## config.mk

```make
export PLATFORM = sky130hd
export DESIGN_NAME = periodic_slot_task_trigger
export DESIGN_NICKNAME = d
export VERILOG_FILES = /design/src/rtl/psttrig_pkg.sv /design/src/rtl/psttrig_ram.sv /design/src/rtl/periodic_slot_task_trigger.sv
export SDC_FILE = /design/constraint.sdc
export NUM_CORES = 1
export LEC_CHECK = 0
export BUFFER_PORTS_ARGS = -buffer_cell sky130_fd_sc_hd__buf_2
export CAP_MARGIN = 20
export CORE_AREA = 8 8 254 256
export CTS_CLUSTER_DIAMETER = 120
export DETAILED_ROUTE_END_ITERATION = 12
export DIE_AREA = 0 0 262 264
export GPL_TIMING_DRIVEN = 0
export PLACE_DENSITY_LB_ADDON = 0.08
export SLEW_MARGIN = 15
export SYNTH_ARGS = -nofsm -noshare
export SYNTH_HDL_FRONTEND = slang
export SYNTH_SLANG_ARGS = --single-unit
```

## constraint.sdc

```tcl
create_clock -name i_clk -period 10.1 [get_ports i_clk]
set_input_delay 3.03 -clock i_clk [delete_from_list [all_inputs] [get_ports i_clk]]
set_output_delay 3.03 -clock i_clk [all_outputs]
set_load 0.1 [all_outputs]
```

## src/rtl/psttrig_pkg.sv

```systemverilog
// Package with the shared types and constants of the periodic slot task trigger.
`default_nettype none

package psttrig_pkg;

    // Default number of task slots.
    localparam int SLOTS_DEF = 8;

    // Field widths of the stream payloads.
    localparam int ACTION_W   = 2;
    localparam int TASK_ID_W  = 8;
    localparam int INTERVAL_W = 16;
    localparam int COUNT_W    = 16;
    localparam int MASK_W     = 8;

    // Byte-padded widths of the tdata buses.
    localparam int IN_TDATA_W  = 32;
    localparam int OUT_TDATA_W = 24;

    // Item kinds carried on the input tuser.
    typedef enum logic [ACTION_W-1:0] {
        ACT_TICK    = 2'd0,
        ACT_ATTACH  = 2'd1,
        ACT_MESSAGE = 2'd2
    } t_action;

    // Control states of the top level.
    typedef enum logic [1:0] {
        ST_IDLE,
        ST_SWEEP,
        ST_HOLD
    } t_state;

    // One word of the slot memory.
    typedef struct packed {
        logic [TASK_ID_W-1:0]  task_id;
        logic [INTERVAL_W-1:0] interval;
        logic [COUNT_W-1:0]    count;
    } t_entry;

    // One result item.
    typedef struct packed {
        logic              attach_error;
        logic [MASK_W-1:0] mailbox_mask;
        logic [MASK_W-1:0] fired_mask;
    } t_result;

endpackage

`default_nettype wire

```

## src/rtl/psttrig_ram.sv

```systemverilog
// Generic simple dual-port RAM with one write port and one registered read port.
`default_nettype none

module psttrig_ram #(
    parameter int WIDTH = 8,
    parameter int DEPTH = 8,
    parameter int AW    = (DEPTH > 1) ? $clog2(DEPTH) : 1
) (
    input  wire logic             i_clk,
    input  wire logic             i_we,
    input  wire logic [AW-1:0]    i_waddr,
    input  wire logic [WIDTH-1:0] i_wdata,
    input  wire logic [AW-1:0]    i_raddr,
    output logic      [WIDTH-1:0] o_rdata
);

    logic [WIDTH-1:0] r_mem [DEPTH];
    logic [WIDTH-1:0] r_rdata;

    always_ff @(posedge i_clk) begin
        if (i_we) begin
            r_mem[i_waddr] <= i_wdata;
        end
        r_rdata <= r_mem[i_raddr];
    end

    assign o_rdata = r_rdata;

endmodule

`default_nettype wire

```

## src/rtl/periodic_slot_task_trigger.sv

```systemverilog
// Top level of the periodic slot task trigger: a tick-driven task slot scheduler.
`default_nettype none

// Channel  | Direction | Handshake                         | Payload
// ---------+-----------+-----------------------------------+------------------------------
// s_axis   | in        | i_s_axis_tvalid / o_s_axis_tready | tuser: action; tdata: kind,
//          |           |                                   | task id, interval
// m_axis   | out       | o_m_axis_tvalid / i_m_axis_tready | tdata: fired mask, mailbox
//          |           |                                   | mask, attach error
//
// An attach item, or an item with the unused action code, is finished in the cycle of
// its transfer. A tick or a message item is taken in the cycle of its transfer, then a
// sweep walks the slot memory one slot per cycle through its single read port, with
// each updated counter written back in the cycle after its read.
// Reset is synchronous and active low; it empties the table by clearing the per-slot
// flags, so no clearing pass is needed.
// A finished result sits in the output register; the next item is taken while it
// waits, and a second result is parked until the output transfer completes.

module periodic_slot_task_trigger #(
    parameter int SLOTS = psttrig_pkg::SLOTS_DEF
) (
    input  wire logic                                i_clk,
    input  wire logic                                i_rst_n,
    // Input stream.
    input  wire logic                                i_s_axis_tvalid,
    output logic                                     o_s_axis_tready,
    // tdata from bit 0 up: task_kind[0], task_id[8:1], interval[24:9], zero pad.
    input  wire logic [psttrig_pkg::IN_TDATA_W-1:0]  i_s_axis_tdata,
    // tuser from bit 0 up: action[1:0].
    input  wire logic [psttrig_pkg::ACTION_W-1:0]    i_s_axis_tuser,
    // Output stream.
    output logic                                     o_m_axis_tvalid,
    input  wire logic                                i_m_axis_tready,
    // tdata from bit 0 up: fired_mask[7:0], mailbox_mask[15:8], attach_error[16],
    // zero pad.
    output logic      [psttrig_pkg::OUT_TDATA_W-1:0] o_m_axis_tdata
);

    // Width of a slot index, and of a count that can hold SLOTS itself.
    localparam int SW = (SLOTS > 1) ? $clog2(SLOTS) : 1;
    localparam int CW = $clog2(SLOTS + 1);
    // Slots that appear in the 8-bit masks.
    localparam int NREP = (SLOTS < psttrig_pkg::MASK_W) ? SLOTS : psttrig_pkg::MASK_W;
    localparam int EW = $bits(psttrig_pkg::t_entry);

    // Unpacked input fields.
    psttrig_pkg::t_action                 in_action;
    logic                                 in_kind;
    logic [psttrig_pkg::TASK_ID_W-1:0]    in_id;
    logic [psttrig_pkg::INTERVAL_W-1:0]   in_ival;

    assign in_action = psttrig_pkg::t_action'(i_s_axis_tuser);
    assign in_kind   = i_s_axis_tdata[0];
    assign in_id     = i_s_axis_tdata[8:1];
    assign in_ival   = i_s_axis_tdata[24:9];

    // Per-slot flags live in flip-flops so that reset clears them at once.
    logic [SLOTS-1:0]  r_valid;
    logic [SLOTS-1:0]  r_one_shot;
    logic [SLOTS-1:0]  r_pending;
    logic [SLOTS-1:0]  r_mailbox;
    logic [CW-1:0]     r_next_free;

    // Sweep control.
    psttrig_pkg::t_state  r_state;
    psttrig_pkg::t_state  n_state;
    psttrig_pkg::t_action r_op;
    logic [psttrig_pkg::TASK_ID_W-1:0] r_id;
    logic [CW-1:0]        r_rd_cnt;
    logic                 r_proc_vld;
    logic [SW-1:0]        r_proc_addr;

    // Result storage.
    psttrig_pkg::t_result r_res;
    psttrig_pkg::t_result done_res;
    logic                 r_out_valid;
    psttrig_pkg::t_result r_out_data;

    // Memory ports.
    logic                 ram_we;
    logic [SW-1:0]        ram_waddr;
    psttrig_pkg::t_entry  ram_wdata;
    psttrig_pkg::t_entry  ram_rdata;
    logic [EW-1:0]        ram_rdata_raw;

    // Decoded control.
    logic in_xfer;
    logic out_free;
    logic sweep_done;
    logic res_done;
    logic load_out;
    logic park_res;
    logic start_sweep;
    logic can_attach;

    // Datapath of the slot under processing.
    logic [psttrig_pkg::COUNT_W:0] cnt_inc;
    logic [psttrig_pkg::COUNT_W-1:0] cnt_new;
    logic proc_periodic;
    logic proc_match;

    // Masks of a tick, taken from the flags when the tick is accepted.
    logic [psttrig_pkg::MASK_W-1:0] tick_fired;
    logic [psttrig_pkg::MASK_W-1:0] tick_mbox;

    psttrig_ram #(
        .WIDTH (EW),
        .DEPTH (SLOTS),
        .AW    (SW)
    ) u_slot_ram (
        .i_clk   (i_clk),
        .i_we    (ram_we),
        .i_waddr (ram_waddr),
        .i_wdata (ram_wdata),
        .i_raddr (r_rd_cnt[SW-1:0]),
        .o_rdata (ram_rdata_raw)
    );

    assign ram_rdata = psttrig_pkg::t_entry'(ram_rdata_raw);

    assign in_xfer    = i_s_axis_tvalid && o_s_axis_tready;
    assign out_free   = !r_out_valid || i_m_axis_tready;
    assign sweep_done = (r_state == psttrig_pkg::ST_SWEEP) && r_proc_vld
                        && (r_rd_cnt == CW'(SLOTS));
    assign can_attach = (r_next_free < CW'(SLOTS));

    always_comb begin
        tick_fired = '0;
        tick_mbox  = '0;
        for (int b = 0; b < NREP; b++) begin
            tick_fired[b] = r_valid[b] && r_pending[b];
            tick_mbox[b]  = r_valid[b] && r_pending[b] && r_mailbox[b];
        end
    end

    // Counter update of the slot whose memory word has just come back.
    assign proc_periodic = r_valid[r_proc_addr] && !r_one_shot[r_proc_addr];
    assign proc_match    = r_valid[r_proc_addr] && (ram_rdata.task_id == r_id);
    assign cnt_inc = {1'b0, ram_rdata.count} + {{psttrig_pkg::COUNT_W{1'b0}}, 1'b1};
    assign cnt_new = (cnt_inc > {1'b0, ram_rdata.interval}) ? '0
                     : cnt_inc[psttrig_pkg::COUNT_W-1:0];

    // Next state.
    always_comb begin
        n_state = r_state;
        unique case (r_state)
            psttrig_pkg::ST_IDLE: begin
                if (in_xfer) begin
                    if ((in_action == psttrig_pkg::ACT_TICK)
                        || (in_action == psttrig_pkg::ACT_MESSAGE)) begin
                        n_state = psttrig_pkg::ST_SWEEP;
                    end else if (!out_free) begin
                        n_state = psttrig_pkg::ST_HOLD;
                    end
                end
            end
            psttrig_pkg::ST_SWEEP: begin
                if (sweep_done) begin
                    n_state = out_free ? psttrig_pkg::ST_IDLE : psttrig_pkg::ST_HOLD;
                end
            end
            psttrig_pkg::ST_HOLD: begin
                if (out_free) begin
                    n_state = psttrig_pkg::ST_IDLE;
                end
            end
            default: n_state = psttrig_pkg::ST_IDLE;
        endcase
    end

    // State outputs.
    always_comb begin
        o_s_axis_tready = 1'b0;
        start_sweep     = 1'b0;
        res_done        = 1'b0;
        done_res        = r_res;
        unique case (r_state)
            psttrig_pkg::ST_IDLE: begin
                o_s_axis_tready = 1'b1;
                if (in_xfer) begin
                    case (in_action) inside
                        psttrig_pkg::ACT_TICK, psttrig_pkg::ACT_MESSAGE: begin
                            start_sweep = 1'b1;
                        end
                        psttrig_pkg::ACT_ATTACH: begin
                            res_done = 1'b1;
                            done_res = '{attach_error: !can_attach,
                                         mailbox_mask: '0, fired_mask: '0};
                        end
                        default: begin
                            res_done = 1'b1;
                            done_res = '0;
                        end
                    endcase
                end
            end
            psttrig_pkg::ST_SWEEP: begin
                res_done = sweep_done;
            end
            psttrig_pkg::ST_HOLD: begin
                res_done = 1'b1;
            end
            default: ;
        endcase
    end

    assign load_out = res_done && out_free;
    assign park_res = res_done && !out_free;

    // Memory writes: an attach fills a fresh slot, a tick sweep writes back the
    // counter in the cycle after its read. Both never coexist, and the sweep writes
    // only the slot it read before, never the one it reads now.
    always_comb begin
        ram_we    = 1'b0;
        ram_waddr = r_proc_addr;
        ram_wdata = '{task_id: ram_rdata.task_id, interval: ram_rdata.interval,
                      count: cnt_new};
        if (in_xfer && (in_action == psttrig_pkg::ACT_ATTACH)) begin
            ram_we    = can_attach;
            ram_waddr = r_next_free[SW-1:0];
            ram_wdata = '{task_id: in_id, interval: in_ival, count: '0};
        end else if ((r_state == psttrig_pkg::ST_SWEEP) && r_proc_vld
                     && (r_op == psttrig_pkg::ACT_TICK)) begin
            ram_we = proc_periodic;
        end
    end

    always_ff @(posedge i_clk) begin
        if (!i_rst_n) begin
            r_state     <= psttrig_pkg::ST_IDLE;
            r_valid     <= '0;
            r_one_shot  <= '0;
            r_pending   <= '0;
            r_mailbox   <= '0;
            r_next_free <= '0;
            r_rd_cnt    <= '0;
            r_proc_vld  <= 1'b0;
            r_out_valid <= 1'b0;
        end else begin
            r_state <= n_state;

            if (in_xfer && (in_action == psttrig_pkg::ACT_ATTACH) && can_attach) begin
                r_valid[r_next_free[SW-1:0]]    <= 1'b1;
                r_one_shot[r_next_free[SW-1:0]] <= in_kind;
                r_pending[r_next_free[SW-1:0]]  <= 1'b0;
                r_mailbox[r_next_free[SW-1:0]]  <= 1'b0;
                r_next_free <= r_next_free + CW'(1);
            end

            // A tick fires every pending slot at once; the sweep then rearms.
            if (start_sweep && (in_action == psttrig_pkg::ACT_TICK)) begin
                r_pending <= '0;
                r_mailbox <= '0;
            end

            if (start_sweep) begin
                r_rd_cnt   <= '0;
                r_proc_vld <= 1'b0;
            end else if (r_state == psttrig_pkg::ST_SWEEP) begin
                if (r_rd_cnt < CW'(SLOTS)) begin
                    r_rd_cnt   <= r_rd_cnt + CW'(1);
                    r_proc_vld <= 1'b1;
                end else begin
                    r_proc_vld <= 1'b0;
                end
                if (r_proc_vld) begin
                    if (r_op == psttrig_pkg::ACT_TICK) begin
                        if (proc_periodic && (ram_rdata.count == '0)) begin
                            r_pending[r_proc_addr] <= 1'b1;
                        end
                    end else if (proc_match) begin
                        r_pending[r_proc_addr] <= 1'b1;
                        r_mailbox[r_proc_addr] <= 1'b1;
                    end
                end
            end

            if (load_out) begin
                r_out_valid <= 1'b1;
            end else if (i_m_axis_tready) begin
                r_out_valid <= 1'b0;
            end
        end
    end

    // Payload registers.
    always_ff @(posedge i_clk) begin
        if (start_sweep) begin
            r_op <= in_action;
            r_id <= in_id;
            if (in_action == psttrig_pkg::ACT_TICK) begin
                r_res <= '{attach_error: 1'b0, mailbox_mask: tick_mbox,
                           fired_mask: tick_fired};
            end else begin
                r_res <= '0;
            end
        end else if (park_res) begin
            r_res <= done_res;
        end
        if ((r_state == psttrig_pkg::ST_SWEEP) && (r_rd_cnt < CW'(SLOTS))) begin
            r_proc_addr <= r_rd_cnt[SW-1:0];
        end
        if (load_out) begin
            r_out_data <= done_res;
        end
    end

    assign o_m_axis_tvalid = r_out_valid;
    assign o_m_axis_tdata  = {{(psttrig_pkg::OUT_TDATA_W - $bits(psttrig_pkg::t_result)){1'b0}},
                              r_out_data};

`ifndef SYNTHESIS
    // A message sweep only reads the table.
    assert property (@(posedge i_clk) disable iff (!i_rst_n)
        ((r_state == psttrig_pkg::ST_SWEEP) && (r_op == psttrig_pkg::ACT_MESSAGE))
        |-> !ram_we)
        else $error("slot memory written during a message sweep");

    // The fill pointer never passes the table size.
    assert property (@(posedge i_clk) disable iff (!i_rst_n)
        r_next_free <= CW'(SLOTS))
        else $error("next free slot beyond the table");

    // Only valid slots are pending, and a mailbox flag implies pending.
    assert property (@(posedge i_clk) disable iff (!i_rst_n)
        ((r_pending & ~r_valid) == '0) && ((r_mailbox & ~r_pending) == '0))
        else $error("slot flags out of step");

    // A parked result means the output register is occupied.
    assert property (@(posedge i_clk) disable iff (!i_rst_n)
        (r_state == psttrig_pkg::ST_HOLD) |-> r_out_valid)
        else $error("result parked while the output is empty");

    // A started sweep has left the sweep state by the end of the checked delay.
    assert property (@(posedge i_clk) disable iff (!i_rst_n)
        start_sweep |-> ##(SLOTS + 2) (r_state != psttrig_pkg::ST_SWEEP))
        else $error("sweep length wrong");
`endif

endmodule

`default_nettype wire

```

==> metrics.md <==
| Metric | Value |
|---|---|
| Status | `completed` |
| Remaining antenna violation count after routing | `0` |
| Clock Skews | `0.0187 ns` |
| Synthesis warning total | `0` |
| Share of cells above drive strength 1 | `29.3%` |
| Top-area cell type share of the netlist area | `61.6%` |
| RSZ-0062 raised after global routing | `false` |
| Number of global-route vias before repair | `9784` |
| FF-to-FF Start | `u_slot_ram.o_rdata[0]` |
| Min Tclk post-route | `5.21 ns` |
| Layout net count | `1215` |
| Worst r2r dst | `u_slot_ram.r_mem[1][7]` |
| Final setup viols | `0` |
| Setup TNS | `0 ns` |
| Slew @ Worst Pin | `1.01 ns` |
| Seq/Total Area, Yosys | `71.0%` |
| Synth Flop Type | `edfxtp_1` |
| Leading area contributor after synthesis | `edfxtp_1` |
| Max Root-Sink Buffers | `3` |
| Crit path launch | `i_s_axis_tuser[1]` |
| FP Rows | `91` |
| I/O pins | `64` |
| # DRC | `0` |
| Crit path top cell by count | `buf_2` |
| CP required | `10.38 ns` |
| Worst path cell trace | `buf_2 > nor3_2 > nand3_2 > buf_2 > buf_2 > o21ai_0 > o21ai_0 > nor2_4 > buf_12` |
| Via density | `4.59` |
| Overall routed net length | `44300 um` |
| Cell Area, Synth | `17900 sq um` |
| Worst Slack Setup Final | `4.89 ns` |
| Crit-path max cell delay | `0.63 ns` |
| ANT cells | `0` |
| Commonest cells in the netlist | `367 x edfxtp_1, 84 x dfxtp_1, 80 x mux4_2, 64 x mux2_2, 52 x nor2_1` |
| Final-report hold violation count | `0` |
| CTS root buf | `clkbuf_16` |
| DRT iter0 DRCs | `478` |
| CTS Sinks | `451` |
| Period Utilization, post-route | `51.6%` |
| Worst reg-to-reg setup slack | `5.98 ns` |
| Post-synth EDFFs | `367` |
| GRT Resource Usage Total | `12.9%` |
| Worst-path clk slew | `0.06 ns` |
| Syn-to-layout area delta | `20.2%` |
| Most frequent cell after synthesis | `edfxtp_1` |
| Post-CTS Setup Bufs | `0` |
| Maxcap violations | `0` |
| Tightest Hold Check Type | `flip-flop to flip-flop` |
| Initial antenna violation count | `0` |
| CP endpoint | `u_slot_ram.r_mem[2][16]` |
| Seq cells post-synth | `451` |
| Netlist cell types | `61` |
| IO Port Bufs | `49` |
| Slew HR | `31.8%` |
| TritonCTS buffer count | `52` |
| P per Cell Area | `201 nW/um^2` |
| Top post-synthesis cells by area | `edfxtp_1 62%, mux4_2 10%, dfxtp_1 9.4%, mux2_2 4.0%, ha_1 1.5%` |
| Die area | `69200 sq um` |
| Congestion Overflow GR | `0` |
| Initial Util | `29.4%` |
| Core area | `60800 sq um` |
| H-tree levels | `2` |
| CP bufs+invs | `4` |
| Routed WL per cell | `22.3 um` |
| Timing-limited maximum frequency | `192 MHz` |
| CTS tree | `yes` |
| Synthesized area per cell | `17.4 sq um` |
| WP data arrival | `5.49 ns` |
| Largest net degree at the start of global routing | `19` |
| DRT Pass-1 Iters | `4` |
| Reg2Reg Depth | `13` |
| Leak Pwr | `7.21 nW` |
| Die X-Extent | `262 um` |
| PostCTS Resize Cnt | `0` |
| Routability Congestion | `0.724` |
| Die Span Y | `264 um` |
| Hold-fix buffers at CTS | `0` |
| Slew Viols, Final | `0` |
| VDD IR-drop max | `0.131 mV` |
| First-pass GRT wire length | `66400 um` |
| Asr flop ratio synth | `0%` |
| Via count | `9123` |
| DPL Wire Length | `29300 um` |
| Post-Syn Instances | `1026` |
| DP Worst Slack | `4.22 ns` |
| Critical-path top delay cell | `nor2_4` |
| Top cell family by delay on the critical path | `simple AND/OR/NAND/NOR gates` |
| Startpoint Class | `input pin` |
| Worst-Skew Late Latency | `0.59 ns` |
| Kind of critical path | `input pin to flip-flop` |
| Crit-path max FO | `15` |
| CP Depth | `9` |
| Endpoint class of the critical path | `flip-flop` |
## logic make-up after synthesis
group,synth area share (%)
flops,71.0
other cells,0.0210
compound gates,3.37
buf+inv,2.10
simple gates,6.35
mux,14.4
fa+ha+maj,1.47
xor+xnor,1.27
## where the power goes
part           leakage, nW  switching [mW]  internal, mW
logic                 2.29           0.178        0.0929
clock network        0.889           0.752          1.22
registers             4.03          0.0193          2.06
## placed cells by master, fill, tap and decap left out, drive strengths merged, types with 3 or more instances in the layout
cell / count
a21o: 8
a21oi: 16
a31o: 3
a32o: 8
a41oi: 3
and2: 20
and3: 7
and4: 5
buf: 98
bufinv: 7
clkbuf: 87
clkinv: 15
conb: 7
dfxtp: 84
edfxtp: 367
ha: 21
inv: 40
mux2: 64
mux2i: 5
mux4: 80
nand2: 49
nand2b: 7
nand3: 24
nand4: 14
nor2: 52
nor2b: 10
nor3: 9
nor4: 5
o21a: 3
o21ai: 26
xnor2: 18
xor2: 8
## area by class of cell
type,instances,area (sq um)
plain buffers,43,221
inverters,41,154
clock buffers,72,1520
repair buffers,70,738
fillers,5800,39300
clock inverters,22,282
well taps,790,988
flip-flops and latches,451,12700
multi-input cells,497,4890
## sequential cells by signal, summed over array words and instances (netlist names), 8 cells and up
signal	cells
r_valid	8
r_id	8
u_slot_ram.o_rdata	40
u_slot_ram.r_mem	320
o_m_axis_tdata	17
r_mailbox	8
r_pending	8
r_res	17
r_one_shot	8
## how the worst min path moves through the flow
stage                 from        endpoint  depth (start not counted)  slack, ns
2_1_floorplan  r_rd_cnt[2]  r_proc_addr[2]                          0       0.41
3_3_place_gp   r_rd_cnt[2]  r_proc_addr[2]                          0       0.41
3_5_place_dp   r_rd_cnt[2]  r_proc_addr[2]                          0       0.41
4_1_cts        r_rd_cnt[2]  r_proc_addr[2]                          0       0.43
5_1_grt        r_rd_cnt[2]  r_proc_addr[2]                          0       0.44
6_report       r_rd_cnt[2]  r_proc_addr[2]                          0       0.43
## routing by layer
metal | wire length [um] | vias to the layer above | part of all wire, % | track usage (%)
met3 | 1400 | 68 | 3.2 | 1.99
met5 | 0 | - | 0 | 0
met4 | 1070 | 0 | 2.4 | 4.18
met1 | 20400 | 4675 | 46 | 17.2
li1 | - | 4247 | - | -
met2 | 21400 | 133 | 48 | 21.4
## through the flow
stage | cells | utilization (%) | instance area, sq um | hold WS [ns] | power [mW]
2_1_floorplan | 1032 | - | 17900 | 0.406 | 2.31
3_3_place_gp | 1871 | 31.5 | 19100 | 0.412 | 2.39
3_5_place_dp | 1891 | 32.4 | 19700 | 0.415 | 2.40
4_1_cts | 1985 | 35.3 | 21500 | 0.428 | 4.40
5_1_grt | 1986 | 35.4 | 21500 | 0.437 | 4.49
6_report | 1986 | 35.4 | 21500 | 0.430 | 4.33
Power figures use the tool's default switching activity.
